**config.mk**
```make
export PLATFORM = sky130hd
export DESIGN_NAME = three_channel_alarm_timer_unit
export DESIGN_NICKNAME = d
export VERILOG_FILES = /design/src/hdl/atu_pkg.sv /design/src/hdl/three_channel_alarm_timer_unit.sv /design/src/hdl/atu_core.sv
export SDC_FILE = /design/constraint.sdc
export NUM_CORES = 1
export LEC_CHECK = 0
export BUFFER_PORTS_ARGS = -buffer_cell sky130_fd_sc_hd__buf_2
export CAP_MARGIN = 10
export CORE_ASPECT_RATIO = 0.6
export CORE_MARGIN = 1
export CORE_UTILIZATION = 45
export DETAILED_ROUTE_END_ITERATION = 12
export PLACE_DENSITY_LB_ADDON = 0.05
export SLEW_MARGIN = 20
export SYNTH_ARGS = -nofsm -noshare
export SYNTH_HDL_FRONTEND = slang
export SYNTH_SLANG_ARGS = --single-unit
```
**constraint.sdc**
```tcl
create_clock -name clk -period 6.9 [get_ports clk]
set_input_delay 0.345 -clock clk [delete_from_list [all_inputs] [get_ports clk]]
set_output_delay 0.345 -clock clk [all_outputs]
set_load 0.01 [all_outputs]
```
**src/hdl/atu_pkg.sv**
```systemverilog
`timescale 1ns / 1ps
// Shared types and constants for the three-channel alarm timer.
// Used by atu_core and three_channel_alarm_timer_unit; no dependencies.

package atu_pkg;

    localparam int NUM_ALARMS_DEF = 3;
    localparam int COUNT_BITS_DEF = 32;

    localparam int ACTION_BITS  = 3;
    localparam int CHANNEL_BITS = 2;
    localparam int WORD_BITS    = 32;

    // Action codes
    localparam logic [ACTION_BITS-1:0] ACT_TICK    = 3'd0;
    localparam logic [ACTION_BITS-1:0] ACT_ARM     = 3'd1;
    localparam logic [ACTION_BITS-1:0] ACT_CANCEL  = 3'd2;
    localparam logic [ACTION_BITS-1:0] ACT_SW_START = 3'd3;
    localparam logic [ACTION_BITS-1:0] ACT_SW_STOP = 3'd4;
    localparam logic [ACTION_BITS-1:0] ACT_SERVICE = 3'd5;

    typedef struct packed {
        logic [ACTION_BITS-1:0]  action;
        logic [CHANNEL_BITS-1:0] channel;
        logic [WORD_BITS-1:0]    delay;
        logic [WORD_BITS-1:0]    tag;
    } item_t;

    typedef struct packed {
        logic                    fired;
        logic [CHANNEL_BITS-1:0] fired_channel;
        logic [WORD_BITS-1:0]    fired_tag;
        logic [WORD_BITS-1:0]    elapsed;
        logic                    irq_request;
        logic [WORD_BITS-1:0]    now;
    } result_t;

endpackage

```
**src/hdl/three_channel_alarm_timer_unit.sv**
```systemverilog
`timescale 1ns / 1ps
// Top level of the three-channel alarm timer: stream ports and the
// two-entry result buffer. Depends on atu_pkg and atu_core.

// One item is taken per clock cycle while s_axis_tready is high; its result
// is registered on the master side, or in the skid register if the output
// stalls. Every action is a register update, so the sustained rate is one
// item per cycle whenever the result side keeps taking. Results go into an
// output register backed by a skid register: input is refused only while
// both hold results. After reset the valid flags and timer state are clear.

module three_channel_alarm_timer_unit #(
    parameter int NUM_ALARMS = atu_pkg::NUM_ALARMS_DEF,
    parameter int COUNT_BITS = atu_pkg::COUNT_BITS_DEF
) (
    input  logic         clk,
    input  logic         rst_n,
    input  logic         s_axis_tvalid,
    output logic         s_axis_tready,
    // channel[1:0], delay[33:2], tag[65:34], zero fill [71:66]
    input  logic [71:0]  s_axis_tdata,
    // action[2:0]
    input  logic [2:0]   s_axis_tuser,
    output logic         m_axis_tvalid,
    input  logic         m_axis_tready,
    // fired_channel[1:0], fired_tag[33:2], elapsed[65:34],
    // irq_request[66], now[98:67], zero fill [103:99]
    output logic [103:0] m_axis_tdata,
    // fired[0]
    output logic [0:0]   m_axis_tuser
);

    atu_pkg::item_t   item;
    atu_pkg::result_t result;
    atu_pkg::result_t out_reg, out_next;
    atu_pkg::result_t skid_reg, skid_next;
    logic out_valid_reg, out_valid_next;
    logic skid_valid_reg, skid_valid_next;
    logic in_xfer, out_xfer;

    assign item.action  = s_axis_tuser;
    assign item.channel = s_axis_tdata[1:0];
    assign item.delay   = s_axis_tdata[33:2];
    assign item.tag     = s_axis_tdata[65:34];

    assign s_axis_tready = !skid_valid_reg;
    assign in_xfer       = s_axis_tvalid && s_axis_tready;
    assign out_xfer      = out_valid_reg && m_axis_tready;

    atu_core #(
        .NUM_ALARMS(NUM_ALARMS),
        .COUNT_BITS(COUNT_BITS)
    ) u_core (
        .clk       (clk),
        .rst_n     (rst_n),
        .item_valid(in_xfer),
        .item      (item),
        .result    (result)
    );

    always_comb
    begin
        out_next        = out_reg;
        out_valid_next  = out_valid_reg;
        skid_next       = skid_reg;
        skid_valid_next = skid_valid_reg;

        if (skid_valid_reg)
        begin
            // no input transfer possible here
            if (out_xfer)
            begin
                out_next        = skid_reg;
                skid_valid_next = 1'b0;
            end
        end
        else if (in_xfer)
        begin
            if (!out_valid_reg || out_xfer)
            begin
                out_next       = result;
                out_valid_next = 1'b1;
            end
            else
            begin
                skid_next       = result;
                skid_valid_next = 1'b1;
            end
        end
        else if (out_xfer)
        begin
            out_valid_next = 1'b0;
        end
    end

    always_ff @(posedge clk or negedge rst_n)
    begin
        if (!rst_n)
        begin
            out_valid_reg  <= 1'b0;
            skid_valid_reg <= 1'b0;
        end
        else
        begin
            out_valid_reg  <= out_valid_next;
            skid_valid_reg <= skid_valid_next;
        end
    end

    always_ff @(posedge clk)
    begin
        out_reg  <= out_next;
        skid_reg <= skid_next;
    end

    assign m_axis_tvalid = out_valid_reg;
    assign m_axis_tuser  = out_reg.fired;
    assign m_axis_tdata  = {5'b0, out_reg.now, out_reg.irq_request, out_reg.elapsed,
                            out_reg.fired_tag, out_reg.fired_channel};

endmodule

```
**src/hdl/atu_core.sv**
```systemverilog
`timescale 1ns / 1ps
// Timer state (counter, alarm channels, stopwatch) and the single-pass
// update for one item. Depends on atu_pkg.

module atu_core #(
    parameter int NUM_ALARMS = atu_pkg::NUM_ALARMS_DEF,
    parameter int COUNT_BITS = atu_pkg::COUNT_BITS_DEF
) (
    input  logic            clk,
    input  logic            rst_n,
    input  logic            item_valid,
    input  atu_pkg::item_t  item,
    output atu_pkg::result_t result
);

    logic [COUNT_BITS-1:0] count_reg, count_next;
    logic [COUNT_BITS-1:0] start_reg, start_next;
    logic [COUNT_BITS-1:0] cmp_reg  [NUM_ALARMS];
    logic [COUNT_BITS-1:0] cmp_next [NUM_ALARMS];
    logic [atu_pkg::WORD_BITS-1:0] tag_reg  [NUM_ALARMS];
    logic [atu_pkg::WORD_BITS-1:0] tag_next [NUM_ALARMS];
    logic [NUM_ALARMS-1:0] en_reg, en_next;
    logic [NUM_ALARMS-1:0] pend_reg, pend_next;

    always_comb
    begin
        logic found;
        count_next = count_reg;
        start_next = start_reg;
        cmp_next   = cmp_reg;
        tag_next   = tag_reg;
        en_next    = en_reg;
        pend_next  = pend_reg;
        found      = 1'b0;
        result     = '0;

        case (item.action)
            atu_pkg::ACT_TICK:
            begin
                count_next = count_reg + 1'b1;
                for (int i = 0; i < NUM_ALARMS; i++)
                begin
                    if (count_next == cmp_reg[i])
                        pend_next[i] = 1'b1;
                end
            end
            atu_pkg::ACT_ARM:
            begin
                // channels at or beyond NUM_ALARMS match nothing
                for (int i = 0; i < NUM_ALARMS; i++)
                begin
                    if (int'(item.channel) == i)
                    begin
                        pend_next[i] = 1'b0;
                        cmp_next[i]  = count_reg + COUNT_BITS'(item.delay);
                        tag_next[i]  = item.tag;
                        en_next[i]   = 1'b1;
                    end
                end
            end
            atu_pkg::ACT_CANCEL:
            begin
                for (int i = 0; i < NUM_ALARMS; i++)
                begin
                    if (int'(item.channel) == i)
                    begin
                        en_next[i]   = 1'b0;
                        pend_next[i] = 1'b0;
                    end
                end
            end
            atu_pkg::ACT_SW_START:
            begin
                start_next = count_reg;
            end
            atu_pkg::ACT_SW_STOP:
            begin
                result.elapsed = atu_pkg::WORD_BITS'(count_reg - start_reg);
            end
            atu_pkg::ACT_SERVICE:
            begin
                // lowest-numbered ready channel wins
                for (int i = 0; i < NUM_ALARMS; i++)
                begin
                    if (!found && en_reg[i] && pend_reg[i])
                    begin
                        found                = 1'b1;
                        en_next[i]           = 1'b0;
                        pend_next[i]         = 1'b0;
                        result.fired         = 1'b1;
                        result.fired_channel = atu_pkg::CHANNEL_BITS'(i);
                        result.fired_tag     = tag_reg[i];
                    end
                end
            end
            default:
            begin
            end
        endcase

        result.irq_request = |(en_next & pend_next);
        result.now         = atu_pkg::WORD_BITS'(count_next);
    end

    always_ff @(posedge clk or negedge rst_n)
    begin
        if (!rst_n)
        begin
            count_reg <= '0;
            start_reg <= '0;
            en_reg    <= '0;
            pend_reg  <= '0;
            for (int i = 0; i < NUM_ALARMS; i++)
            begin
                cmp_reg[i] <= '0;
                tag_reg[i] <= '0;
            end
        end
        else if (item_valid)
        begin
            count_reg <= count_next;
            start_reg <= start_next;
            en_reg    <= en_next;
            pend_reg  <= pend_next;
            cmp_reg   <= cmp_next;
            tag_reg   <= tag_next;
        end
    end

endmodule

```
* After elaboration in Yosys (flattened, before gate mapping)
Index checks and enable logic that the tools add are counted.
Operators by class: shift operators 0, div/mod/pow operators 0, $lt $le $gt $ge 0, add/subtract/negate cells 3, reduce and logical (&&, ||, !) cells 26, $mul 0, bitwise operators 3, mux-type cells 41, equal/unequal tests 12
Operators with widths (number):
- 2-to-1 mux 100 bit | 4
- 2-to-1 mux 35 bit | 4
- == test 32 bit | 3
- 2-to-1 mux 32 bit | 2
- adder 32 x 1 -> 32 bit, second input constant | 1
- adder 32 bit | 1
- subtractor 32 bit | 1
- 2-to-1 mux 1 bit | 29
- one-hot mux 3 bit (3 select lines) | 2
- AND reduction 3 bit | 6
- logical AND 1 bit | 7
- == test 3 x 2 -> 1 bit, second input constant | 2
- == test 3 bit, second input constant | 2
- nonzero test 2 bit | 3
- == test 2 bit, second input constant | 2
- zero test 1 bit | 4
- inequality test 2 x 1 -> 1 bit, second input constant | 2
- AND 3 bit | 1
- == test 3 x 1 -> 1 bit, second input constant | 1
- zero test 3 bit | 1
- OR reduction 3 bit | 1
- zero test 2 bit | 1
- NOT 1 bit | 2
- AND reduction 2 bit | 1
- other kinds (2) | 2
Word-level totals: bits in latches 0, memory bits (writable) 0, memories 0, input bits 79, output and inout bits 107, bits in read-only memories 0, register bits 464

* Longest topological paths before layout
Gate-level depths: netlist of run 1.
word-level depth 18, depth in mapped cells 14, mapped depth without buffers 13

* Hierarchy
Synthesis of run 1 repeated with hierarchy kept, for this count alone.
Unflattened totals: cell total of the unflattened synthesis 2101, area total of the unflattened synthesis 24857.6 µm²
Modules (own cells, without submodules):
- atu_core | area each 17297.8 µm², instances 1, cells each 1770, sequential area each 6556.3 µm²
- three_channel_alarm_timer_unit | area each 7559.8 µm², instances 1, cells each 331, sequential area each 6055.8 µm²

* Least setup slack after synthesis of run 1
Ideal clock, no wire load.
kind reg-to-reg, start register skid_valid_reg, end register out_reg, in the netlist m_axis_tdata[0], enable pin, setup slack 0.501 ns, path buffers 2, setup time 0.592 ns, arrival 5.807 ns, cell stages (with the launch flop) 5, required time 6.308 ns, cells stage by stage dfrtp_1 -> clkbuf_1 -> clkbuf_1 -> nand2_1 -> a21oi_1
On the way: word-level cells in the longest chain between the ends 4, elaborated cells on any way between the ends 6
RTL lines:
- start: declaration | line three_channel_alarm_timer_unit.sv:38 | logic skid_valid_reg, skid_valid_next;
- start signal: assignment | line three_channel_alarm_timer_unit.sv:106 | skid_valid_reg <= skid_valid_next;
- zero test 1 bit | line three_channel_alarm_timer_unit.sv:46 | assign s_axis_tready = !skid_valid_reg;
- logical AND 1 bit | line three_channel_alarm_timer_unit.sv:47 | assign in_xfer = s_axis_tvalid && s_axis_tready;
- nonzero test 2 bit (no source line)
- AND reduction 3 bit (no source line) (*)
- end signal: assignment | line three_channel_alarm_timer_unit.sv:112 | out_reg <= out_next;
- end: declaration | line three_channel_alarm_timer_unit.sv:35 | atu_pkg::result_t out_reg, out_next;
Mark *: on every way between the ends. The rest lies on a longest branch, timed or not. A chain may end at the register's enable or synchronous reset.

==> results.sh, run 1 <==
export IMPL_drtAntennaViolNets=0
export IMPL_worst_endpoint_required_ps=7320
export IMPL_die_y_um=184
export IMPL_root_buffer_cell="sky130_fd_sc_hd__clkbuf_16"
export IMPL_die_width_um=305
export IMPL_area_growth_pct=14.6
export IMPL_synth_top_area_cell="sky130_fd_sc_hd__dfrtp_1"
export IMPL_cts_tree="built"
export IMPL_drt_initial_drc_count=1393
export IMPL_cellPowerDensity_nw_per_um2=348
export IMPL_final_core_utilization_pct=52.4
export IMPL_grt_usage_pct=25.3
export IMPL_finalMaxSlewViolations=0
export IMPL_synth_edff_count=200
export IMPL_setup_repair_after_global_routing_missed_its_margin="false"
export IMPL_cts_buffers=46
export IMPL_nature_of_the_critical_path_startpoint="flip-flop"
export IMPL_final_hold_viol_count=0
export IMPL_finalCritPeriodShare_pct=67.0
export IMPL_die_area_sq_um=56200
export IMPL_worst_setup_path_type="reg -> reg"
export IMPL_largest_reg_flops=100
export IMPL_post_cts_hold_buffer_count=34
export IMPL_vdd_ir_drop_worst_uv=189
export IMPL_timing_reg2reg_worst_path_depth=9
export IMPL_ports=186
export IMPL_timing_slew_headroom_pct=29.2
export IMPL_initial_core_utilization_pct=45.7
export IMPL_least_margin_pin_slew_ps=1060
export IMPL_cts_htree_levels=2
export IMPL_max_cap_violations=0
export IMPL_min_delay_path_depth=3
export IMPL_fin_setup_tns_ps=0
export IMPL_synthArstFlopShare_pct=56.9
export IMPL_synth_cell_types=82
export IMPL_timing_clock_skew_ps=13.0
export IMPL_worst_setup_path_end_kind="flip-flop"
export IMPL_rows=66
export IMPL_first_pass_iters=6
export IMPL_netlist_area_leader_share_pct=26.6
export IMPL_dp_final_hpwl_um=51100
export IMPL_grt_first_pass_wirelength_um=109000
export IMPL_syn_avg_cell_area_sq_um=10.7
export IMPL_syn_inst_count=2313
export IMPL_placement_setup_slack_ps=2300
export IMPL_global_route_met2_usage_pct=33.5
export IMPL_warnings_synthesis=0
export IMPL_synthesis_area_sq_um=24900
export IMPL_drt_wirelength_per_cell_um=22.0
export IMPL_worst_skew_pair_late_latency_ps=580
export IMPL_final_estimated_routing_congestion_in_global_placement=0.909
export IMPL_port_buffer_count=174
export IMPL_grt_overflow_total=0
export IMPL_number_of_antenna_violations_at_the_first_check_in_global_routing=2
export IMPL_groute_layer_met3_usage_pct=3.76
export IMPL_postCtsResizedCells=0
export IMPL_critical_path_peak_fanout=15
export IMPL_postCtsSetupBuffers=0
export IMPL_clock_tree_buffer_depth=3
export IMPL_clkSinkCount=464
export IMPL_fin_hold_ws_ps=102
export IMPL_worst_hold_path_type="in -> reg"
export IMPL_post_route_worst_setup_slack_ps=2280
export IMPL_final_layout_size_suffix_gt1_share_pct=21.2
export IMPL_synth_top_flop_cell="sky130_fd_sc_hd__dfrtp_1"
export IMPL_outcome="completed"
export IMPL_post_route_min_period_ps=4620
export IMPL_placeableCoreArea_sq_um=54300
export IMPL_drt_drc_violations_left=0
export IMPL_gr_max_usage_layer="met1"
export IMPL_cts_reportedPaths_clkPinSlew_ps=70
export IMPL_synth_top_cells_by_area="sky130_fd_sc_hd__dfrtp_1 27%, sky130_fd_sc_hd__edfxtp_1 24%, sky130_fd_sc_hd__mux2_2 9.5%"
export IMPL_worstPathArrival_ps=5040
export IMPL_yosys_register_bits=464
export IMPL_design_power_total_mw=9.90
export IMPL_max_clock_freq_mhz=216
export IMPL_num_nets_final=2629
export IMPL_grt_max_degree=112
export IMPL_power_static_leakage_nw=12.2
export IMPL_setup_viol_count_final=0
export IMPL_fraction_of_the_yosys_area_taken_by_sequential_cells_pct=50.7
export IMPL_via_count=18400
export IMPL_avgViaCountPerCell=5.68
export IMPL_drt_wl_total_um=71200
export IMPL_globalRouteMet1Util_pct=42.4
export IMPL_grt_pass1_vias=17700
## synthesized netlist by cell type, drive strengths merged, types with 33 or more instances
cell / instances
ha: 63
xor2: 82
inv: 67
o21ai: 122
xnor2: 128
nor2: 120
o31ai: 37
a21o: 33
clkbuf: 98
mux2: 209
nand3: 51
dfrtp: 264
a22oi: 33
a21oi: 86
edfxtp: 200
nand2: 328
nor3: 39
## power breakdown
group	leakage, nW	switching [mW]	internal [mW]	total [mW]
clock network	0.794	1.11	1.58	2.69
registers	5.39	0.424	3.76	4.18
logic	5.99	1.76	1.27	3.03
total	12.2	3.29	6.61	9.90
## path summary, 6_finish.rpt
path / from / end / slack [ps]
worst min-delay path: s_axis_tvalid / skid_valid_reg / 100
min in group asynchronous: rst_n / u_core.cmp_reg[68] / 390
worst min register to register: u_core.tag_reg[72] / u_core.tag_reg[72] / 480
worst max-delay path: u_core.count_reg[3] / m_axis_tdata[66] / 2280
worst max register to register: u_core.count_reg[3] / m_axis_tdata[66] / 2280
max in group asynchronous: rst_n / u_core.tag_reg[15] / 5060
## routing by layer
metal / up-vias / share of wire, %
li1: 8675 / -
met4: 0 / 1.3
met3: 69 / 5.6
met1: 9149 / 54
met2: 514 / 39
met5: - / 0
## cell families (layout without fill, tap and decap cells)
logic type / after synthesis / in the layout / synth area share, %
other: 1 / 7 / 0.0151
buffers and inverters: 197 / 403 / 3.16
flip-flops: 464 / 464 / 50.7
multiplexers: 218 / 218 / 9.83
AO/OA/AOI/OAI: 436 / 436 / 11.4
adder cells (fa/ha/maj): 65 / 65 / 3.33
AND/OR/NAND/NOR: 718 / 718 / 13.7
XOR/XNOR: 214 / 214 / 7.76
## layout by cell type, fill, tap and decap left out, types with 11 or more instances in the layout
cell type and n:
sky130_fd_sc_hd__ha_1 63, sky130_fd_sc_hd__nand2_1 325, sky130_fd_sc_hd__nand2b_1 17, sky130_fd_sc_hd__mux2_2 209, sky130_fd_sc_hd__dlygate4sd3_1 34, sky130_fd_sc_hd__nand4_1 30, sky130_fd_sc_hd__and3_1 20, sky130_fd_sc_hd__nor2_1 120
sky130_fd_sc_hd__dfrtp_1 264, sky130_fd_sc_hd__o211ai_1 12, sky130_fd_sc_hd__a211oi_1 13, sky130_fd_sc_hd__xor2_1 82, sky130_fd_sc_hd__buf_4 39, sky130_fd_sc_hd__a21o_1 33, sky130_fd_sc_hd__clkbuf_1 12, sky130_fd_sc_hd__o21ai_0 121
sky130_fd_sc_hd__inv_1 66, sky130_fd_sc_hd__a22oi_1 33, sky130_fd_sc_hd__clkbuf_16 48, sky130_fd_sc_hd__nand3_1 49, sky130_fd_sc_hd__edfxtp_1 200, sky130_fd_sc_hd__nor4_1 24, sky130_fd_sc_hd__nor3_1 37, sky130_fd_sc_hd__o21bai_1 11
sky130_fd_sc_hd__nor2b_1 13, sky130_fd_sc_hd__a21oi_1 85, sky130_fd_sc_hd__buf_2 173, sky130_fd_sc_hd__xnor2_1 128, sky130_fd_sc_hd__or3_1 12, sky130_fd_sc_hd__o31ai_1 36
## stage by stage
stage / instances / instance area [sq um]
floorplan: 2317 / 24900
global placement: 3117 / 26500
detailed placement: 3117 / 26500
CTS: 3237 / 28500
global route: 3239 / 28500
finish: 3239 / 28500
## layout make-up
type | count | area, sq um
diodes | 2 | 5.00
clock buffers | 70 | 1380
clock inverters | 16 | 229
fillers | 4848 | 25900
inverters | 69 | 260
multi-input cells | 1656 | 11600
flip-flops and latches | 464 | 12600
well taps | 714 | 893
repair buffers | 248 | 1530
## worst max-delay path, cell delays in order, from the launching register on
cell	delay, ps
sky130_fd_sc_hd__dfrtp_1	820
sky130_fd_sc_hd__nand4_2	570
sky130_fd_sc_hd__or4_4	730
sky130_fd_sc_hd__or4_1	690
sky130_fd_sc_hd__xnor2_1	240
sky130_fd_sc_hd__a2111oi_0	390
sky130_fd_sc_hd__nand4_1	190
sky130_fd_sc_hd__nor4_1	390
sky130_fd_sc_hd__nand4_1	200
sky130_fd_sc_hd__a41oi_2	220
No activity file was read; power rests on OpenSTA's default activity.
==> run 2: changes to the inputs <==
==> constraint.sdc (replaced) <==
create_clock -name clk -period 4 [get_ports clk]
set_input_delay 0.2 -clock clk [delete_from_list [all_inputs] [get_ports clk]]
set_output_delay 0.2 -clock clk [all_outputs]
set_load 0.01 [all_outputs]
==> run 2 against run 1 <==
Compared with the run above:
- total power up 73%
- sequential share of layout area is 0.69 points lower
- utilization is 0.83 points higher
- count of clock-buffer cells in the layout is 14 lower
- combinational power up 78%
- largest cell class unchanged
- largest power group unchanged
==> results.sh, run 2 (synthesis gave the netlist of run 1 again) <==
export IMPL_outcome="completed"
export IMPL_nature_of_the_critical_path_startpoint="flip-flop"
export IMPL_drtAntennaViolNets=0
export IMPL_worst_endpoint_required_ps=4420
export IMPL_drt_drc_violations_left=0
export IMPL_cts_htree_levels=2
export IMPL_post_route_worst_setup_slack_ps=286
export IMPL_diodes=0
export IMPL_clkSinkCount=464
export IMPL_port_buffer_count=174
export IMPL_grt_overflow_total=0
export IMPL_layout_cells_most_common="sky130_fd_sc_hd__nand2_1"
export IMPL_worst_setup_path_end_kind="flip-flop"
export IMPL_finalMaxSlewViolations=0
export IMPL_setup_repair_after_global_routing_missed_its_margin="false"
export IMPL_critical_path_peak_fanout=9
export IMPL_p_sw_share_pct=33.7
export IMPL_cts_reportedPaths_clkPinSlew_ps=60
export IMPL_worst_path_max_delay_cell="sky130_fd_sc_hd__or4_4"
export IMPL_grt_usage_pct=25.8
export IMPL_cts_buffers=46
export IMPL_final_hold_viol_count=0
export IMPL_internal_power_mw=11.4
export IMPL_fin_hold_ws_ps=142
export IMPL_die_width_um=305
export IMPL_final_estimated_routing_congestion_in_global_placement=0.946
export IMPL_drt_initial_drc_count=1809
export IMPL_setup_viol_count_final=0
export IMPL_timing_clock_skew_ps=23.6
export IMPL_fillerInstances=4786
export IMPL_fin_setup_tns_ps=0
export IMPL_timing_slew_headroom_pct=34.1
export IMPL_switching_component_of_the_power_mw=5.78
export IMPL_ports=186
export IMPL_path_buf_inv=1
export IMPL_clock_tree_buffer_depth=3
export IMPL_dp_final_hpwl_um=53200
export IMPL_largest_reg_flops=100
export IMPL_grt_max_degree=98
export IMPL_avgViaCountPerCell=5.68
export IMPL_finalCritPeriodShare_pct=92.9
export IMPL_crit_path_frequent_cell="sky130_fd_sc_hd__or4_4"
export IMPL_die_y_um=184
export IMPL_num_nets_final=2688
export IMPL_first_pass_iters=6
export IMPL_area_growth_pct=16.4
export IMPL_power_static_leakage_nw=12.5
export IMPL_worst_setup_path_type="reg -> reg"
export IMPL_cellPowerDensity_nw_per_um2=593
export IMPL_die_area_sq_um=56200
export IMPL_rows=66
export IMPL_critical_path_max_stage_delay_ps=580
export IMPL_max_cap_violations=0
export IMPL_via_count=18700
export IMPL_placement_setup_slack_ps=285
export IMPL_least_margin_pin_slew_ps=988
export IMPL_worst_skew_pair_late_latency_ps=590
export IMPL_max_clock_freq_mhz=269
export IMPL_most_common_layout_cells="325 x sky130_fd_sc_hd__nand2_1, 263 x sky130_fd_sc_hd__dfrtp_1, 209 x sky130_fd_sc_hd__mux2_2, 200 x sky130_fd_sc_hd__edfxtp_1, 173 x sky130_fd_sc_hd__buf_2"
export IMPL_number_of_antenna_violations_at_the_first_check_in_global_routing=0
export IMPL_path_cells="nand4_2 -> buf_4 -> or4_4 -> or3_4 -> and3_1 -> or4b_1 -> or4_4 -> nor4_4 -> o21bai_1 -> a41oi_2"
export IMPL_clk_network_pwr_share_pct=26.5
export IMPL_postLayoutCellArea_sq_um=28900
export IMPL_initial_core_utilization_pct=45.7
export IMPL_drt_wl_total_um=72800
export IMPL_grt_pass1_vias=17900
export IMPL_worst_path_dominant_cell_family="simple AND/OR/NAND/NOR gates"
export IMPL_dpl_instance_area_sq_um=27000
export IMPL_grt_first_pass_wirelength_um=110000
export IMPL_placeableCoreArea_sq_um=54300
export IMPL_p_comb_share_pct=31.5
export IMPL_post_route_min_period_ps=3710
export IMPL_cts_tree="built"
export IMPL_final_layout_size_suffix_gt1_share_pct=23.1
export IMPL_worst_hold_path_type="in -> reg"
export IMPL_postCtsSetupBuffers=0
export IMPL_worstPathArrival_ps=4130
export IMPL_vdd_ir_drop_worst_uv=370
export IMPL_root_buffer_cell="sky130_fd_sc_hd__clkbuf_16"
export IMPL_drt_wirelength_per_cell_um=22.1
export IMPL_p_seq_share_pct=42.0
==> run 2: changes by cell type in the layout (fill, tap and decap cells not counted), sizes merged <==
cell         previous run  this run
dlygate4sd3            34        36
diode                   2         0
buf                   214       271
inv                    70        67
clkinv                 10        22
clkinvlp                0         3
bufinv                  5         6
clkbuf                 70        56
==> run 2: per-stage QoR <==
step	total power, mW	utilization (%)	std cells
floorplan	10.7	-	2317
global placement	12.5	49.6	3174
detailed placement	12.6	49.6	3174
CTS	17.3	53.2	3295
global route	18.1	53.2	3295
finish	17.1	53.2	3295
==> run 2: metal layers <==
layer	share of wire, %	vias up	GRT usage [%]
met3	7.5	67	5.42
met4	1.4	0	4.66
met1	53	9229	42.2
met2	39	619	34.0
li1	-	8793	-
met5	0	-	0
==> run 2: worst register-to-register path, cell delays in order (launching register included) <==
cell and delay (ps):
sky130_fd_sc_hd__dfrtp_1 360, sky130_fd_sc_hd__nand4_2 250, sky130_fd_sc_hd__buf_4 260, sky130_fd_sc_hd__or4_4 580, sky130_fd_sc_hd__or3_4 380, sky130_fd_sc_hd__and3_1 190, sky130_fd_sc_hd__or4b_1 530, sky130_fd_sc_hd__or4_4 450
sky130_fd_sc_hd__nor4_4 210, sky130_fd_sc_hd__o21bai_1 160, sky130_fd_sc_hd__a41oi_2 190
==> run 2: power by group through the flow <==
stage,clock network [mW],logic [mW],registers [mW]
6_report,4.55,5.40,7.20
5_1_grt,4.84,5.94,7.33
4_1_cts,4.65,5.43,7.19
3_5_place_dp,0,5.36,7.28
3_3_place_gp,0,5.26,7.22
2_1_floorplan,0,3.43,7.31
==> run 2: final timing paths <==
path | depth (start not counted) | end | from | slack (ps)
worst min-delay path | 4 | u_core.cmp_reg[66] | s_axis_tdata[4] | 140
worst max-delay path | 10 | m_axis_tdata[66] | u_core.count_reg[6] | 290
min in group asynchronous | 2 | u_core.cmp_reg[67] | rst_n | 200
worst max register to register | 10 | m_axis_tdata[66] | u_core.count_reg[6] | 290
max in group asynchronous | 3 | u_core.tag_reg[81] | rst_n | 2830
worst min register to register | 2 | u_core.tag_reg[93] | u_core.tag_reg[93] | 480
==> run 2: layout make-up <==
cell class	count	area (sq um)	area share (%)
clock buffers	56	1240	4.28
clock inverters	29	340	1.18
inverters	69	260	0.900
multi-input cells	1656	11600	40.0
flip-flops and latches	464	12600	43.6
well taps	714	893	3.09
repair buffers	307	2020	6.98
==> run 2: repair_timing <==
item | CTS | global route
gates resized for setup | 0 | 4
endpoints found under the setup margin | 0 | 7
hold endpoints to repair | 175 | 0
hold buffers | 36 | 0
